<file path="config.mk">
export PLATFORM = sky130hd
export DESIGN_NAME = pnc_ctrl
export DESIGN_NICKNAME = d
export VERILOG_FILES = /design/src/design/pnc_pkg.sv /design/src/design/pnc_ctrl.sv
export SDC_FILE = /design/constraint.sdc
export NUM_CORES = 1
export LEC_CHECK = 0
export ABC_AREA = 1
export BUFFER_PORTS_ARGS = -buffer_cell sky130_fd_sc_hd__buf_2
export CAP_MARGIN = 10
export CORE_MARGIN = 2
export CORE_UTILIZATION = 35
export DETAILED_ROUTE_END_ITERATION = 10
export SLEW_MARGIN = 20
export SYNTH_ARGS = -nofsm -noshare
export SYNTH_HDL_FRONTEND = slang
export SYNTH_SLANG_ARGS = --single-unit
</file>
<file path="constraint.sdc">
create_clock -name clk -period 1.8 [get_ports clk]
set_clock_uncertainty 0.15 [all_clocks]
set_input_delay 0.27 -clock clk [delete_from_list [all_inputs] [get_ports clk]]
set_output_delay 0.27 -clock clk [all_outputs]
set_load 0.02 [all_outputs]
</file>
<file path="src/design/pnc_pkg.sv">
// Shared types and constants for the palette nearest colour mapper.
// No dependencies; every other file depends on this package.
package pnc_pkg;

    localparam int PALETTE_DEPTH = 256;
    localparam int FRACTION_BITS = 4;

    localparam int ADDR_W  = $clog2(PALETTE_DEPTH);
    localparam int IDX_W   = 8;
    localparam int CHAN_W  = 12;
    localparam int BYTE_W  = 8;
    localparam int PIX_W   = BYTE_W + FRACTION_BITS;
    localparam int DIFF_W  = (PIX_W > CHAN_W) ? PIX_W : CHAN_W;
    localparam int SQ_W    = 2 * DIFF_W;
    localparam int SUM_W   = SQ_W + 4;
    localparam int DIST_W  = 30;
    localparam int CNT_W   = 9;
    localparam int CFG_W   = 9;
    localparam int CFG_IDX_W = 1;

    // drain length after the last read issue, until the best register is settled
    localparam int DRAIN_CYCLES = 3;
    localparam int DRAIN_W      = $clog2(DRAIN_CYCLES + 1);

    typedef enum logic {
        KIND_WRITE = 1'b0,
        KIND_PIXEL = 1'b1
    } kind_t;

    typedef enum logic [CFG_IDX_W-1:0] {
        REG_ACTIVE_ENTRIES    = 1'b0,
        REG_PIXELS_HAVE_ALPHA = 1'b1
    } cfg_reg_t;

    typedef enum logic [1:0] {
        ST_IDLE,
        ST_SCAN,
        ST_DRAIN,
        ST_FINISH
    } state_t;

    typedef struct packed {
        logic [CHAN_W-1:0] red;
        logic [CHAN_W-1:0] green;
        logic [CHAN_W-1:0] blue;
        logic [CHAN_W-1:0] alpha;
    } entry_t;

    typedef struct packed {
        logic              wr_en;
        logic              load_pixel;
        logic              rd_en;
        logic [ADDR_W-1:0] rd_addr;
        logic              rd_first;
        logic              out_load;
    } pnc_cmd_t;

    typedef struct packed {
        logic out_free;
    } pnc_stat_t;

endpackage

</file>
<file path="src/design/pnc_ctrl.sv">
// Controller: accepts request words, sequences the palette scan, loads the result.
// Depends on pnc_pkg.
module pnc_ctrl (
    input  logic                       clk,
    input  logic                       rst_n,
    input  logic                       in_valid,
    input  logic                       in_kind,
    output logic                       in_ready,
    input  logic [pnc_pkg::CNT_W-1:0]  active_entries,
    input  pnc_pkg::pnc_stat_t         stat,
    output pnc_pkg::pnc_cmd_t          cmd
);
    import pnc_pkg::*;

    state_t              state_reg, state_next;
    logic [ADDR_W-1:0]   addr_reg, addr_next;
    logic [ADDR_W-1:0]   last_reg, last_next;
    logic [DRAIN_W-1:0]  drain_reg, drain_next;
    logic [CNT_W-1:0]    count;
    logic                accept;

    // clamp the active count into 1..PALETTE_DEPTH
    always_comb
    begin
        if (active_entries == '0)
            count = CNT_W'(1);
        else if (active_entries > CNT_W'(PALETTE_DEPTH))
            count = CNT_W'(PALETTE_DEPTH);
        else
            count = active_entries;
    end

    assign accept = in_valid && in_ready;

    always_ff @(posedge clk or negedge rst_n)
    begin
        if (!rst_n)
        begin
            state_reg <= ST_IDLE;
            addr_reg  <= '0;
            last_reg  <= '0;
            drain_reg <= '0;
        end
        else
        begin
            state_reg <= state_next;
            addr_reg  <= addr_next;
            last_reg  <= last_next;
            drain_reg <= drain_next;
        end
    end

    always_comb
    begin
        state_next     = state_reg;
        addr_next      = addr_reg;
        last_next      = last_reg;
        drain_next     = drain_reg;
        in_ready       = 1'b0;
        cmd            = '0;
        cmd.rd_addr    = addr_reg;
        cmd.rd_first   = (addr_reg == '0);

        unique case (state_reg)
            ST_IDLE:
            begin
                in_ready = 1'b1;
                if (accept)
                begin
                    if (kind_t'(in_kind) == KIND_WRITE)
                        cmd.wr_en = 1'b1;
                    else
                    begin
                        cmd.load_pixel = 1'b1;
                        addr_next      = '0;
                        last_next      = ADDR_W'(count - CNT_W'(1));
                        state_next     = ST_SCAN;
                    end
                end
            end
            ST_SCAN:
            begin
                cmd.rd_en = 1'b1;
                if (addr_reg == last_reg)
                begin
                    drain_next = '0;
                    state_next = ST_DRAIN;
                end
                else
                    addr_next = addr_reg + ADDR_W'(1);
            end
            ST_DRAIN:
            begin
                drain_next = drain_reg + DRAIN_W'(1);
                if (drain_reg == DRAIN_W'(DRAIN_CYCLES - 1))
                    state_next = ST_FINISH;
            end
            ST_FINISH:
            begin
                // hold until the output register can take the word
                if (stat.out_free)
                begin
                    cmd.out_load = 1'b1;
                    state_next   = ST_IDLE;
                end
            end
            default:
                state_next = ST_IDLE;
        endcase
    end

    a_pixel_starts_scan: assert property (@(posedge clk) disable iff (!rst_n)
        (accept && in_kind == KIND_PIXEL) |=> (state_reg == ST_SCAN && addr_reg == '0))
        else $error("pixel accept did not start a scan at entry zero");

    a_scan_in_range: assert property (@(posedge clk) disable iff (!rst_n)
        (state_reg == ST_SCAN) |-> (addr_reg <= last_reg))
        else $error("scan address ran past the last active entry");

    a_drain_length: assert property (@(posedge clk) disable iff (!rst_n)
        (state_reg == ST_DRAIN && drain_reg == DRAIN_W'(DRAIN_CYCLES - 1))
            |=> (state_reg == ST_FINISH))
        else $error("drain did not end after the pipeline depth");

endmodule

</file>
==> impl_metrics.toml <==
[logic_synthesis]
synth_simple_gate_area_share_pct = 32.57
ys_ff_latch = 20
netlist_instances = 192
yosys_warnings = 0
synthMuxAreaShare_pct = 0
synth_top_family_by_area = "simple AND/OR/NAND/NOR gates"
ys_seq_area_share_pct = 34.10
syn_nets = 214
synth_adder_area_share_pct = 6.820
syn-cell-area_mm2 = 0.001468
synthXorXnorAreaFrac_pct = 8.355
synth_compound_area_share_pct = 9.889
syn-mean-instance-area_um2 = 7.644
synth_cell_type_count = 30

[layout]
synthToLayoutAreaGrowth_pct = 32.05
postLayoutCoreUtil_pct = 48.11
nets = 264
fin_area_mm2 = 0.001938
n_antenna_cell = 0
layout.cells.most_common_list = "nand2_1, buf_2, buf_4"
layout-drive-gt1-share_pct = 39.42
layout_commonest_cell = "nand2_1"

[critical_path]
crit_fanout = 8
worstPathArrival_ns = 1.30
start_kind = "flip-flop"
end_kind = "output pin"
required_ns = 1.38
crit_type = "reg2out"

[floorplan]
core-area_mm2 = 0.004029
die_w_um = 68.76
die_area_mm2 = 0.004727
die_y_um = 68.76
ios = 28
rows = 23
initial_core_util_pct = 36.43

[sta]
slew_viol_final = 0
min_period_ns = 1.721
slew_headroom_pct = 68.98
timing.final.crit_share_pct = 95.61
worst_pin_slew_ns = 0.4653
finalSetupViolCount = 0
rsz0062_at_grt = "yes"
hold_ws_ns = 0.2623
finalHoldViolCount = 0
setup_ws_ns = 0.07906
fmax_mhz = 581.1

[job]
max-cap-violations = 0

[grt]
antenna_found_initial = 0
grt_pass1_wl_mm = 5.195
grt_max_degree = 21
grt_usage_pct = 14.65
grt_overflow_total = 0
grt_pass1_vias = 1186

[power]
power_w = 0.002362
powerDensity_mw_per_mm2 = 1219
max-vdd-ir-drop_uv = 674.4
power.leakage_nw = 0.9845

[routing]
wirelength_mm = 3.162
wl_per_cell_um = 10.87
antenna_left = 0
drc = 0
vias = 1344
viasPerCell = 4.619
drt_pass1_iterations = 4
first_iter_violations = 62

[place]
postPlaceCellArea_mm2 = 0.001757
post-place-ws_ns = 0.0002455
gp_congestion = 0.8453
portBuffers = 27
post-dp-hpwl_mm = 2.431

[clocking]
ctsHtreeMaxLevel = 1
cts-root-buf = "clkbuf_8"
tritoncts = "yes"
clkSlewWorstSetupHoldPaths_ns = 0.07
cts_inserted_buffers = 3
cts.sinks = 20
cts_max_path_buffers = 2
clkLatencyLatePin_ns = 0.26

[outcome]
outcome = "finished clean"

[worst_hold_path]
hold_class = "in2reg"
## timing repair
action                                  CTS  global route
pin swaps                                 0             5
resized for setup                         2            13
cloned                                    0             0
hold buffers                              1             0
endpoints found under the setup margin    1            11
buffers inserted                          2             5
endpoints found under the hold margin    20             0
## cells by family (layout without fill, tap and decap cells)
family	Yosys count	after routing
XOR/XNOR	14	14
AND/OR/NAND/NOR	96	96
AO/OA/AOI/OAI	23	23
buffers and inverters	31	80
flip-flops	20	20
adder cells (fa/ha/maj)	8	8
## power breakdown
| part | switching (W) | total [W] | internal [W] | leakage [nW] |
|---|---|---|---|---|
| logic | 0.000683 | 0.00120 | 0.000516 | 0.697 |
| clock network | 0.000155 | 0.000452 | 0.000297 | 0.0357 |
| registers | 0.000108 | 0.000710 | 0.000602 | 0.252 |
| total | 0.000947 | 0.00236 | 0.00141 | 0.985 |
## worst paths after layout
path | startpoint | endpoint | slack, ns | cells after the start
worst min register to register | drain_reg[0]$_DFFE_PN0P_ | drain_reg[0]$_DFFE_PN0P_ | 0.34 | 1
worst max register to register | addr_reg[1]$_DFFE_PN0P_ | state_reg[1]$_DFFE_PN0P_ | 0.09 | 9
min in group asynchronous | rst_n | addr_reg[3]$_DFFE_PN0P_ | 0.34 | 2
worst min-delay path | active_entries[6] | last_reg[6]$_DFFE_PN0P_ | 0.26 | 5
max in group asynchronous | rst_n | addr_reg[2]$_DFFE_PN0P_ | 0.81 | 2
worst max-delay path | state_reg[0]$_DFFE_PN0P_ | cmd[10] | 0.08 | 4
## Yosys cell counts (all sizes together)
cell type / count / area, um2
nor4: 3 / 18.77
nor2: 20 / 113.9
o21ai: 15 / 90.09
dfrtp: 20 / 500.5
a2bb2oi: 1 / 8.760
o31ai: 3 / 22.52
buf: 2 / 10.01
nand2: 56 / 247.7
nand3b: 1 / 7.510
ha: 8 / 100.1
nand3: 14 / 80.08
o22ai: 1 / 6.260
clkinv: 1 / 3.750
xnor2: 8 / 70.07
nor3: 2 / 10.01
o211ai: 1 / 7.510
inv: 28 / 107.6
xor2: 6 / 52.55
a21oi: 2 / 10.01
## layer usage
metal  global-route usage, %  share of wire (%)
met4                   2.941               0.66
met2                   23.92                 47
met1                   19.80                 50
met3                   3.409                2.7
met5                       0                  0
## worst max-delay path: stages (launching register included)
cell and delay, ns:
dfrtp_1 0.40, buf_4 0.14, ha_2 0.18, buf_4 0.16
buf_2 0.16
## through the flow
stage | cells | TNS (ns)
finish | 291 | 0
global route | 291 | -0.02814
CTS | 286 | 0
detailed placement | 279 | 0
global placement | 279 | 0
floorplan | 192 | 0
## area by class of cell
| cell class | instances | area (um2) |
|---|---|---|
| Multi-Input combinational cell | 141 | 882.1 |
| Clock buffer | 3 | 41.29 |
| Clock inverter | 1 | 30.03 |
| Timing Repair Buffer | 47 | 305.3 |
| Sequential cell | 20 | 505.5 |
| Tap cell | 50 | 62.56 |
| Fill cell | 418 | 2091 |
| Inverter | 29 | 111.4 |
Note: power is estimated with default switching activity, not from simulation.
